$ cat src/rtl/core/lru_occupancy_evict_table_top_macros.svh
// Assertion macros for the LRU occupancy eviction table.
`ifndef LRU_OCCUPANCY_EVICT_TABLE_TOP_MACROS_SVH
`define LRU_OCCUPANCY_EVICT_TABLE_TOP_MACROS_SVH
`ifndef SYNTHESIS
`define LOET_ASSERT(lbl, clk, rstn, prop) \
  lbl: assert property (@(posedge clk) disable iff (!rstn) prop) else $error("assertion failed");
`define LOET_ASSERT_NEXT(lbl, clk, rstn, a, b) \
  lbl: assert property (@(posedge clk) disable iff (!rstn) (a) |=> (b)) else $error("assertion failed");
`else
`define LOET_ASSERT(lbl, clk, rstn, prop)
`define LOET_ASSERT_NEXT(lbl, clk, rstn, a, b)
`endif
`endif

$ cat src/rtl/core/loet_pkg.sv
// ----------------------------------------------------------------------------
// loet_pkg
// Types and codes of the LRU occupancy eviction table.
// ----------------------------------------------------------------------------
package loet_pkg;

  localparam logic [2:0] REQ_UPDATE = 3'd0;
  localparam logic [2:0] REQ_STATUS = 3'd1;
  localparam logic [2:0] REQ_REMOVE = 3'd2;
  localparam logic [2:0] REQ_EVICT  = 3'd3;
  localparam logic [2:0] REQ_QUERY  = 3'd4;

  localparam logic [1:0] ST_PENDING    = 2'd0;
  localparam logic [1:0] ST_PROCESSING = 2'd1;
  localparam logic [1:0] ST_COMPLETED  = 2'd2;
  localparam logic [1:0] ST_OTHER      = 2'd3;

  localparam logic [1:0] REG_MAX_ITEMS = 2'd0;
  localparam logic [1:0] REG_MAX_MEM   = 2'd1;
  localparam logic [1:0] REG_FRACTION  = 2'd2;

  typedef enum logic [6:0] {
    S_IDLE   = 7'b0000001,
    S_SCAN   = 7'b0000010,
    S_STSCAN = 7'b0000100,
    S_APPLY  = 7'b0001000,
    S_THR    = 7'b0010000,
    S_DROP   = 7'b0100000,
    S_OUT    = 7'b1000000
  } state_e;

endpackage

$ cat src/rtl/core/lru_occupancy_evict_table_top.sv
// ----------------------------------------------------------------------------
// lru_occupancy_evict_table_top
// LRU request table with occupancy totals and threshold-driven eviction.
// The result strobe follows accept once both tables are scanned; a new item is
// taken only while busy is low. An evict scans again for each removal and strobes
// one result per removed entry, then a final one with last_o set.
// Reset clears valid bits, totals and entry count and loads the config registers
`include "lru_occupancy_evict_table_top_macros.svh"

module lru_occupancy_evict_table_top #(
  parameter int STATS_ENTRIES  = 16,
  parameter int STATUS_ENTRIES = 16,
  parameter int SEQ_LEN_BITS   = 20
) (
  input  logic                    clk_i,
  input  logic                    rst_ni,
  input  logic                    psel,
  input  logic                    penable,
  input  logic                    pwrite,
  input  logic [3:0]              paddr,
  input  logic [31:0]             pwdata,
  output logic [31:0]             prdata,
  output logic                    pready,
  input  logic                    start,
  output logic                    busy,
  input  logic [2:0]              req_type_i,
  input  logic [31:0]             request_id_i,
  input  logic [SEQ_LEN_BITS-1:0] seq_len_i,
  input  logic [1:0]              status_value_i,
  output logic                    strobe_o,
  output logic                    found_o,
  output logic [SEQ_LEN_BITS-1:0] item_count_o,
  output logic [SEQ_LEN_BITS:0]   memory_mb_o,
  output logic [1:0]              status_out_o,
  output logic [23:0]             total_items_o,
  output logic [24:0]             total_memory_mb_o,
  output logic [$clog2(STATS_ENTRIES+1)-1:0] entry_count_o,
  output logic                    evict_needed_o,
  output logic [31:0]             evicted_id_o,
  output logic [$clog2(STATS_ENTRIES+1)-1:0] evicted_count_o,
  output logic                    table_full_o,
  output logic                    last_o
);
  import loet_pkg::*;

  localparam int SI = $clog2(STATS_ENTRIES);
  localparam int TI = $clog2(STATUS_ENTRIES);
  localparam int CW = $clog2(STATS_ENTRIES+1);
  localparam int SC = $clog2(STATS_ENTRIES+1);
  localparam int TC = $clog2(STATUS_ENTRIES+1);
  localparam int IW = 25;
  localparam int MW = 26;

  logic [23:0] max_items_q;
  logic [24:0] max_mem_q;
  logic [8:0]  frac_q;

  logic [STATS_ENTRIES-1:0]  sv_q;
  logic [31:0]               skey_q [STATS_ENTRIES];
  logic [SEQ_LEN_BITS-1:0]   sitems_q [STATS_ENTRIES];
  logic [SI-1:0]             rank_q [STATS_ENTRIES];
  logic [STATUS_ENTRIES-1:0] tv_q;
  logic [31:0]               tkey_q [STATUS_ENTRIES];
  logic [1:0]                tcode_q [STATUS_ENTRIES];
  logic [IW-1:0]             itot_q;
  logic [MW-1:0]             mtot_q;
  logic [CW-1:0]             cnt_q;

  state_e                    st_q;
  logic [2:0]                typ_q;
  logic [31:0]               key_q;
  logic [SEQ_LEN_BITS-1:0]   len_q;
  logic [1:0]                sval_q;
  logic [SC-1:0]             si_q;
  logic [TC-1:0]             ti_q;
  logic                      shit_q, sfree_q, thit_q, tfree_q;
  logic [SI-1:0]             sidx_q, sfidx_q;
  logic [TI-1:0]             tidx_q, tfidx_q;
  logic                      best_ok_q;
  logic [SI-1:0]             best_q;
  logic [CW-1:0]             nev_q;
  logic [32:0]               thi_q, thm_q;

  logic                      o_stb_q, o_found_q, o_full_q, o_last_q;
  logic [SEQ_LEN_BITS-1:0]   o_items_q;
  logic [1:0]                o_stat_q;
  logic [31:0]               o_eid_q;
  logic [CW-1:0]             o_ecnt_q;

  // Config port
  logic wr;
  assign wr = psel & penable & pwrite;
  assign pready = 1'b1;
  always_comb begin
    case (paddr[3:2])
      REG_MAX_ITEMS: prdata = {8'd0, max_items_q};
      REG_MAX_MEM:   prdata = {7'd0, max_mem_q};
      REG_FRACTION:  prdata = {23'd0, frac_q};
      default:       prdata = 32'd0;
    endcase
  end
  always_ff @(posedge clk_i or negedge rst_ni) begin
    if (!rst_ni) begin
      max_items_q <= 24'd16384;
      max_mem_q   <= 25'd32768;
      frac_q      <= 9'd230;
    end else if (wr) begin
      case (paddr[3:2])
        REG_MAX_ITEMS: max_items_q <= pwdata[23:0];
        REG_MAX_MEM:   max_mem_q   <= pwdata[24:0];
        REG_FRACTION:  frac_q      <= pwdata[8:0];
        default: ;
      endcase
    end
  end

  // Shared compare unit: one stats entry and one status entry per cycle in a lookup scan
  logic [SI-1:0] sptr;
  logic [TI-1:0] tptr;
  logic [31:0]   tcmp_key;
  logic          s_match, t_match, t_keyhit;
  logic [1:0]    pcode;
  assign sptr = si_q[SI-1:0];
  assign tptr = ti_q[TI-1:0];
  assign s_match = sv_q[sptr] && skey_q[sptr] == key_q;
  assign tcmp_key = (typ_q == REQ_EVICT) ? skey_q[sptr] : key_q;
  assign t_keyhit = tv_q[tptr] && tkey_q[tptr] == tcmp_key;
  assign t_match = t_keyhit;
  assign pcode = thit_q ? tcode_q[tidx_q] : ST_PENDING;

  logic [SEQ_LEN_BITS:0] old_mem, new_mem;
  assign old_mem = {sitems_q[sidx_q], 1'b0};
  assign new_mem = {len_q, 1'b0};

  logic [SI-1:0] ref_rank;
  assign ref_rank = rank_q[sidx_q];

  logic s_end, t_end;
  assign s_end = si_q == SC'(STATS_ENTRIES - 1);
  assign t_end = ti_q == TC'(STATUS_ENTRIES - 1);

  assign busy = st_q != S_IDLE;

  always_ff @(posedge clk_i or negedge rst_ni) begin
    if (!rst_ni) begin
      st_q    <= S_IDLE;
      sv_q    <= '0;
      tv_q    <= '0;
      itot_q  <= '0;
      mtot_q  <= '0;
      cnt_q   <= '0;
      o_stb_q <= 1'b0;
    end else begin
      o_stb_q <= 1'b0;
      case (st_q)
        S_IDLE: if (start) begin
          typ_q <= req_type_i; key_q <= request_id_i;
          len_q <= seq_len_i;  sval_q <= status_value_i;
          si_q <= '0; ti_q <= '0; nev_q <= '0;
          shit_q <= 1'b0; sfree_q <= 1'b0; thit_q <= 1'b0; tfree_q <= 1'b0;
          best_ok_q <= 1'b0;
          st_q <= (req_type_i == REQ_EVICT) ? S_THR : S_SCAN;
        end
        S_THR: begin
          thi_q <= 33'((34'(max_items_q) * 34'(frac_q)) >> 8);
          thm_q <= 33'((34'(max_mem_q) * 34'(frac_q)) >> 8);
          st_q <= S_DROP;
        end
        S_SCAN: begin
          if (typ_q == REQ_EVICT) begin
            // find status of entry sptr, then rank compare
            if (ti_q == '0) thit_q <= 1'b0;
            if (t_match && !thit_q) begin thit_q <= 1'b1; tidx_q <= tptr; end
            if (t_end) begin
              ti_q <= '0;
              st_q <= S_STSCAN;
            end else ti_q <= ti_q + TC'(1);
          end else begin
            if (s_match && !shit_q) begin shit_q <= 1'b1; sidx_q <= sptr; end
            if (!sv_q[sptr] && !sfree_q) begin sfree_q <= 1'b1; sfidx_q <= sptr; end
            if (t_match && !thit_q) begin thit_q <= 1'b1; tidx_q <= tptr; end
            if (!tv_q[tptr] && !tfree_q) begin tfree_q <= 1'b1; tfidx_q <= tptr; end
            if (!s_end) si_q <= si_q + SC'(1);
            if (!t_end) ti_q <= ti_q + TC'(1);
            if (s_end && t_end) st_q <= S_APPLY;
          end
        end
        S_STSCAN: begin
          // evict candidate check for entry sptr
          if (sv_q[sptr] && (pcode == ST_PENDING || pcode == ST_COMPLETED) &&
              (!best_ok_q || rank_q[sptr] > rank_q[best_q])) begin
            best_ok_q <= 1'b1; best_q <= sptr;
          end
          thit_q <= 1'b0;
          if (s_end) begin
            si_q <= '0;
            st_q <= S_APPLY;
          end else begin
            si_q <= si_q + SC'(1);
            st_q <= S_SCAN;
          end
        end
        S_DROP: begin
          if (((33'(itot_q) > thi_q) || (33'(mtot_q) > thm_q)) &&
              nev_q != CW'(STATS_ENTRIES)) begin
            si_q <= '0; ti_q <= '0; best_ok_q <= 1'b0; thit_q <= 1'b0;
            st_q <= S_SCAN;
          end else begin
            o_eid_q <= '0; o_ecnt_q <= nev_q; o_last_q <= 1'b1;
            o_found_q <= 1'b0; o_items_q <= '0; o_stat_q <= '0; o_full_q <= 1'b0;
            st_q <= S_OUT;
          end
        end
        S_APPLY: begin
          o_found_q <= 1'b0; o_items_q <= '0; o_stat_q <= '0; o_full_q <= 1'b0;
          o_eid_q <= '0; o_ecnt_q <= '0; o_last_q <= 1'b1;
          st_q <= S_OUT;
          case (typ_q)
            REQ_UPDATE: begin
              if (shit_q) begin
                sitems_q[sidx_q] <= len_q;
                itot_q <= itot_q - IW'(sitems_q[sidx_q]) + IW'(len_q);
                mtot_q <= mtot_q - MW'(old_mem) + MW'(new_mem);
                for (int i = 0; i < STATS_ENTRIES; i++)
                  if (sv_q[i] && SI'(i) != sidx_q && rank_q[i] < ref_rank)
                    rank_q[i] <= rank_q[i] + SI'(1);
                rank_q[sidx_q] <= '0;
              end else if (sfree_q) begin
                sv_q[sfidx_q] <= 1'b1; skey_q[sfidx_q] <= key_q;
                sitems_q[sfidx_q] <= len_q;
                itot_q <= itot_q + IW'(len_q);
                mtot_q <= mtot_q + MW'(new_mem);
                cnt_q <= cnt_q + CW'(1);
                for (int i = 0; i < STATS_ENTRIES; i++)
                  if (sv_q[i]) rank_q[i] <= rank_q[i] + SI'(1);
                rank_q[sfidx_q] <= '0;
              end else o_full_q <= 1'b1;
            end
            REQ_STATUS: begin
              if (thit_q) tcode_q[tidx_q] <= sval_q;
              else if (tfree_q) begin
                tv_q[tfidx_q] <= 1'b1; tkey_q[tfidx_q] <= key_q;
                tcode_q[tfidx_q] <= sval_q;
              end else o_full_q <= 1'b1;
            end
            REQ_REMOVE, REQ_EVICT: begin
              if ((typ_q == REQ_REMOVE && shit_q) ||
                  (typ_q == REQ_EVICT && best_ok_q)) begin
                // drop the selected entry; for evict, rescan to remove entry best_q
                if (typ_q == REQ_EVICT) begin
                  sidx_q <= best_q; key_q <= skey_q[best_q];
                  st_q <= S_SCAN; si_q <= '0; ti_q <= '0;
                  typ_q <= REQ_REMOVE; shit_q <= 1'b0; thit_q <= 1'b0;
                  nev_q <= nev_q + CW'(1);
                  sfree_q <= 1'b1; // stops the free-slot search in the rescan
                end else begin
                  sv_q[sidx_q] <= 1'b0;
                  itot_q <= itot_q - IW'(sitems_q[sidx_q]);
                  mtot_q <= mtot_q - MW'(old_mem);
                  cnt_q <= cnt_q - CW'(1);
                  for (int i = 0; i < STATS_ENTRIES; i++)
                    if (sv_q[i] && rank_q[i] > ref_rank)
                      rank_q[i] <= rank_q[i] - SI'(1);
                  if (thit_q) tv_q[tidx_q] <= 1'b0;
                  o_found_q <= 1'b1;
                  if (nev_q != '0) begin
                    o_found_q <= 1'b0; o_last_q <= 1'b0;
                    o_eid_q <= key_q;
                  end
                end
              end else if (typ_q == REQ_EVICT) begin
                o_ecnt_q <= nev_q;
              end
            end
            REQ_QUERY: begin
              o_found_q <= shit_q;
              if (shit_q) o_items_q <= sitems_q[sidx_q];
              o_stat_q <= thit_q ? tcode_q[tidx_q] : ST_PENDING;
            end
            default: ;
          endcase
        end
        S_OUT: begin
          o_stb_q <= 1'b1;
          if (!o_last_q) begin
            typ_q <= REQ_EVICT;
            st_q <= S_DROP;
          end else st_q <= S_IDLE;
        end
        default: st_q <= S_IDLE;
      endcase
    end
  end

  logic [32:0] thi_c, thm_c;
  assign thi_c = 33'((34'(max_items_q) * 34'(frac_q)) >> 8);
  assign thm_c = 33'((34'(max_mem_q) * 34'(frac_q)) >> 8);

  assign strobe_o          = o_stb_q;
  assign found_o           = o_found_q;
  assign item_count_o      = o_found_q ? o_items_q : '0;
  assign memory_mb_o       = o_found_q ? {o_items_q, 1'b0} : '0;
  assign status_out_o      = o_stat_q;
  assign total_items_o     = itot_q[23:0];
  assign total_memory_mb_o = mtot_q[24:0];
  assign entry_count_o     = cnt_q;
  assign evict_needed_o    = (33'(itot_q) > thi_c) || (33'(mtot_q) > thm_c);
  assign evicted_id_o      = o_eid_q;
  assign evicted_count_o   = o_ecnt_q;
  assign table_full_o      = o_full_q;
  assign last_o            = o_last_q;

  `LOET_ASSERT(a_strobe_busy, clk_i, rst_ni, strobe_o |-> !$past(st_q == S_IDLE))
  `LOET_ASSERT_NEXT(a_start_busy, clk_i, rst_ni, start && !busy, busy)
  `LOET_ASSERT(a_cnt_range, clk_i, rst_ni, cnt_q <= CW'(STATS_ENTRIES))
endmodule

$ cat config.mk
export PLATFORM = sky130hd
export DESIGN_NAME = lru_occupancy_evict_table_top
export DESIGN_NICKNAME = d
export VERILOG_FILES = /design/src/rtl/core/loet_pkg.sv /design/src/rtl/core/lru_occupancy_evict_table_top.sv
export VERILOG_INCLUDE_DIRS = /design/src /design/src/rtl/core
export SDC_FILE = /design/constraint.sdc
export NUM_CORES = 2
export LEC_CHECK = 0
export BUFFER_PORTS_ARGS = -buffer_cell sky130_fd_sc_hd__buf_2
export CAP_MARGIN = 20
export CORE_ASPECT_RATIO = 0.8
export CORE_MARGIN = 5
export CORE_UTILIZATION = 35
export DETAILED_ROUTE_END_ITERATION = 12
export MAX_ROUTING_LAYER = met4
export PLACE_DENSITY = 0.5
export SLEW_MARGIN = 20
export SYNTH_ARGS = -nofsm -noshare
export SYNTH_HDL_FRONTEND = slang
export SYNTH_SLANG_ARGS = --single-unit
$ cat constraint.sdc
create_clock -name clk_i -period 24.4 [get_ports clk_i]
set_input_delay 4.88 -clock clk_i [delete_from_list [all_inputs] [get_ports clk_i]]
set_output_delay 4.88 -clock clk_i [all_outputs]
set_load 0.02 [all_outputs]
==> results_dict.tcl <==
set metrics [dict create \
    routed.top_layer "met4" \
    clk-insertion-delay-late_ns 0.87 \
    num_vias 60260 \
    syn_to_final_growth_pct 11.82 \
    fin_crit_sh_pct 57.60 \
    synth.distinct_cells 82 \
    reg2reg_slack_ns 16.53 \
    die_x_um 608.5 \
    cts_tree "done" \
    synth_seq_cells 1823 \
    wl_per_cell_um 26.07 \
    start_util_pct 35.23 \
    drt-met1-wl_um 131000 \
    powerDensity_mw_per_mm2 116.4 \
    period_minus_slack_ns 14.05 \
    crit_fanout 30 \
    synth-seq-area-share_pct 52.99 \
    setup_viol 0 \
    vdd_drop_max_uv 92.09 \
    cp-end-kind "output pin" \
    htreeDepth 4 \
    cts_setup_buffers 0 \
    synthArstFlopShare_pct 8.393 \
    clk_path_buf_depth 4 \
    antenna_found_initial 12 \
    layout-drive-gt1-share_pct 20.72 \
    wl_met2_um 138500 \
    wirelength_um 292000 \
    cts.sinks 1823 \
    synth_edf_count 1586 \
    setup-tns-final_ns 0 \
    ys.flop_type "edfxtp_1" \
    syn_inst 7049 \
    ctsResizeCount 0 \
    dr_wl_met3_um 15500 \
    ant_nets 0 \
    layout_common_cells "1586 x edfxtp_1, 608 x mux4_2, 595 x inv_1" \
    timing.critical_path.buf_inv 5 \
    synthTopCellsByArea "edfxtp_1 47%, mux4_2 14%, fa_1 6.4%" \
    dpl_worst_slack_ns 11.15 \
    gp_congestion 0.8394 \
    cts_buffers 201 \
    worst_slew_pin_slew_ns 1.096 \
    hold_class "reg2reg" \
    critPathArrivalTime_ns 9.17 \
    gr-usage-all-layers_pct 19.84 \
    critPathKind "reg2out" \
    skew_ns 0.07818 \
    slew_violations 0 \
    rows 175 \
    synth_top_area_share_pct 47.49 \
    cp_slowest_cell "dfrtp_1" \
    dieArea_mm2 0.2974 \
    drt-vias-per-instance 5.379 \
    drv_cap 0 \
    crit_family "compound AO/OA/AOI/OAI gates" \
    cpMostUsedCell "fa_1" \
    status "complete, no violations" \
    fmax_mhz 71.16 \
    mostFrequentLayoutCell "edfxtp_1" \
    grt_max_degree 93 \
    syn_area_mm2 0.1003 \
    cts-root-buf "clkbuf_16" \
    yosysWarnings 0 \
    core_area_mm2 0.2846 \
    clk_pin_slew_ns 0.05 \
    drt_iter0_drc 4904 \
    worstPathRequired_ns 19.52 \
    max_stage_delay_ns 0.87 \
    fillers 26660 \
    hold_violations 0 \
    placedCellCount 10840 \
    drc_errors 0 \
    grt_pass1_wl_um 426500 \
    nNetsFinal 8050 \
    rsz0062_at_grt "false" \
    avgSynthCellArea_um2 14.23 \
    instances_no_fill 11200 \
    layout_setup_ws_ns 10.35 \
    io_buffer_count 252 \
    slew_headroom_pct 26.79 \
    io-pin-count 272 \
    synth_largest_area_cell "edfxtp_1" \
    grt_pass1_vias 61100 \
    power_uw 13060 \
    overflow 0 \
    dp_hpwl_um 184400 \
    drt_pre_antenna_iters 7 \
    start_kind "flop" \
    p_leak_uw 0.04213 \
    die_h_um 488.8 \
    ctsHoldBuffers 0 \
]
==> power breakdown <==
group | internal [uW] | switching, uW
Sequential | 3760 | 330
Combinational | 2510 | 3520
Clock | 1670 | 1260
Total | 7940 | 5110
==> sequential cells by signal, indices dropped and copies added (netlist names), 7 cells and up, named ones only <==
name          count
sv_q             16
skey_q          512
o_items_q        20
key_q            32
tv_q             16
tcode_q          32
tkey_q          512
len_q            20
itot_q           25
evicted_id_o     32
sitems_q        320
thm_q            26
rank_q           64
max_items_q      24
thi_q            25
frac_q            9
mtot_q           25
max_mem_q        25
st_q              7
==> layout make-up <==
class / count / area, um^2 / share of cell area (%)
diodes: 8 / 20.02 / 0.01785
clock buffers: 254 / 5270 / 4.699
clock inverters: 97 / 885.9 / 0.7899
inverters: 596 / 2237 / 1.995
multi-input cells: 4214 / 43310 / 38.62
flip-flops and latches: 1823 / 53200 / 47.44
well taps: 3805 / 4761 / 4.245
repair buffers: 404 / 2464 / 2.197
==> path summary, 6_finish.rpt <==
path	end	cells past startpoint	start
max	evict_needed_o	27	frac_q[4]
min	entry_count_o[4]	1	entry_count_o[4]
max reg2reg	itot_q[22]	24	flop
min reg2reg	entry_count_o[4]	1	entry_count_o[4]
max in group asynchronous	max_mem_q[0]	3	rst_ni
min in group asynchronous	tv_q[5]	1	rst_ni
==> metrics by stage <==
step	hold slack (ns)	utilization, %	instance area [um^2]
detailed placement	0.4589	37.21	105900
finish	0.4729	39.40	112100
floorplan	0.4430	-	100300
global placement	0.4643	37.20	105900
global route	0.4830	39.39	112100
CTS	0.4775	39.38	112100
==> cell usage after synthesis (7+ instances only) <==
library cell  instances
nor3b_1              10
or2_2                24
edfxtp_1           1586
buf_2                50
and3_1               41
buf_1                38
o21ai_0             179
o211ai_1             15
fa_1                322
nor4_1               18
nand2_1             470
and2_1              318
a21o_1               88
nor2b_1              49
nand3_1              59
dfrtp_1             145
a22oi_1              13
buf_4                97
mux2_2              123
and4_1               13
a31oi_1              34
xor2_1               84
dfstp_2               8
a211oi_1             38
o21bai_1             14
mux2i_1             163
o22ai_1              17
or3_1                12
clkbuf_1            232
nand2b_1             44
dfxtp_1              84
o21a_1               60
ha_1                389
nand3b_1              7
nor2_1              334
inv_1               595
mux4_2              608
nand4_1              64
o41ai_1              11
buf_6                 7
nand4b_1             11
a21oi_1             246
nor3_1               78
xnor2_1             170
==> per-layer routing <==
metal / track usage, % / vias up
li1: - / 26410
met1: 27.20 / 31790
met2: 31.45 / 1709
met4: 4.799 / 0
met3: 2.771 / 344
met5: - / -
==> cell families (layout without fill, tap and decap cells) <==
kind of cell	Yosys count	count (layout)	synth area share [%]
compound gates	777	777	4.797
xor+xnor	254	254	2.218
fa+ha+maj	711	711	11.28
flops	1823	1823	52.99
simple gates	1568	1568	7.750
buf+inv	1020	1351	4.295
mux	894	894	16.66
other cells	2	18	0.007488
Note: power is estimated with default switching activity, not from simulation.
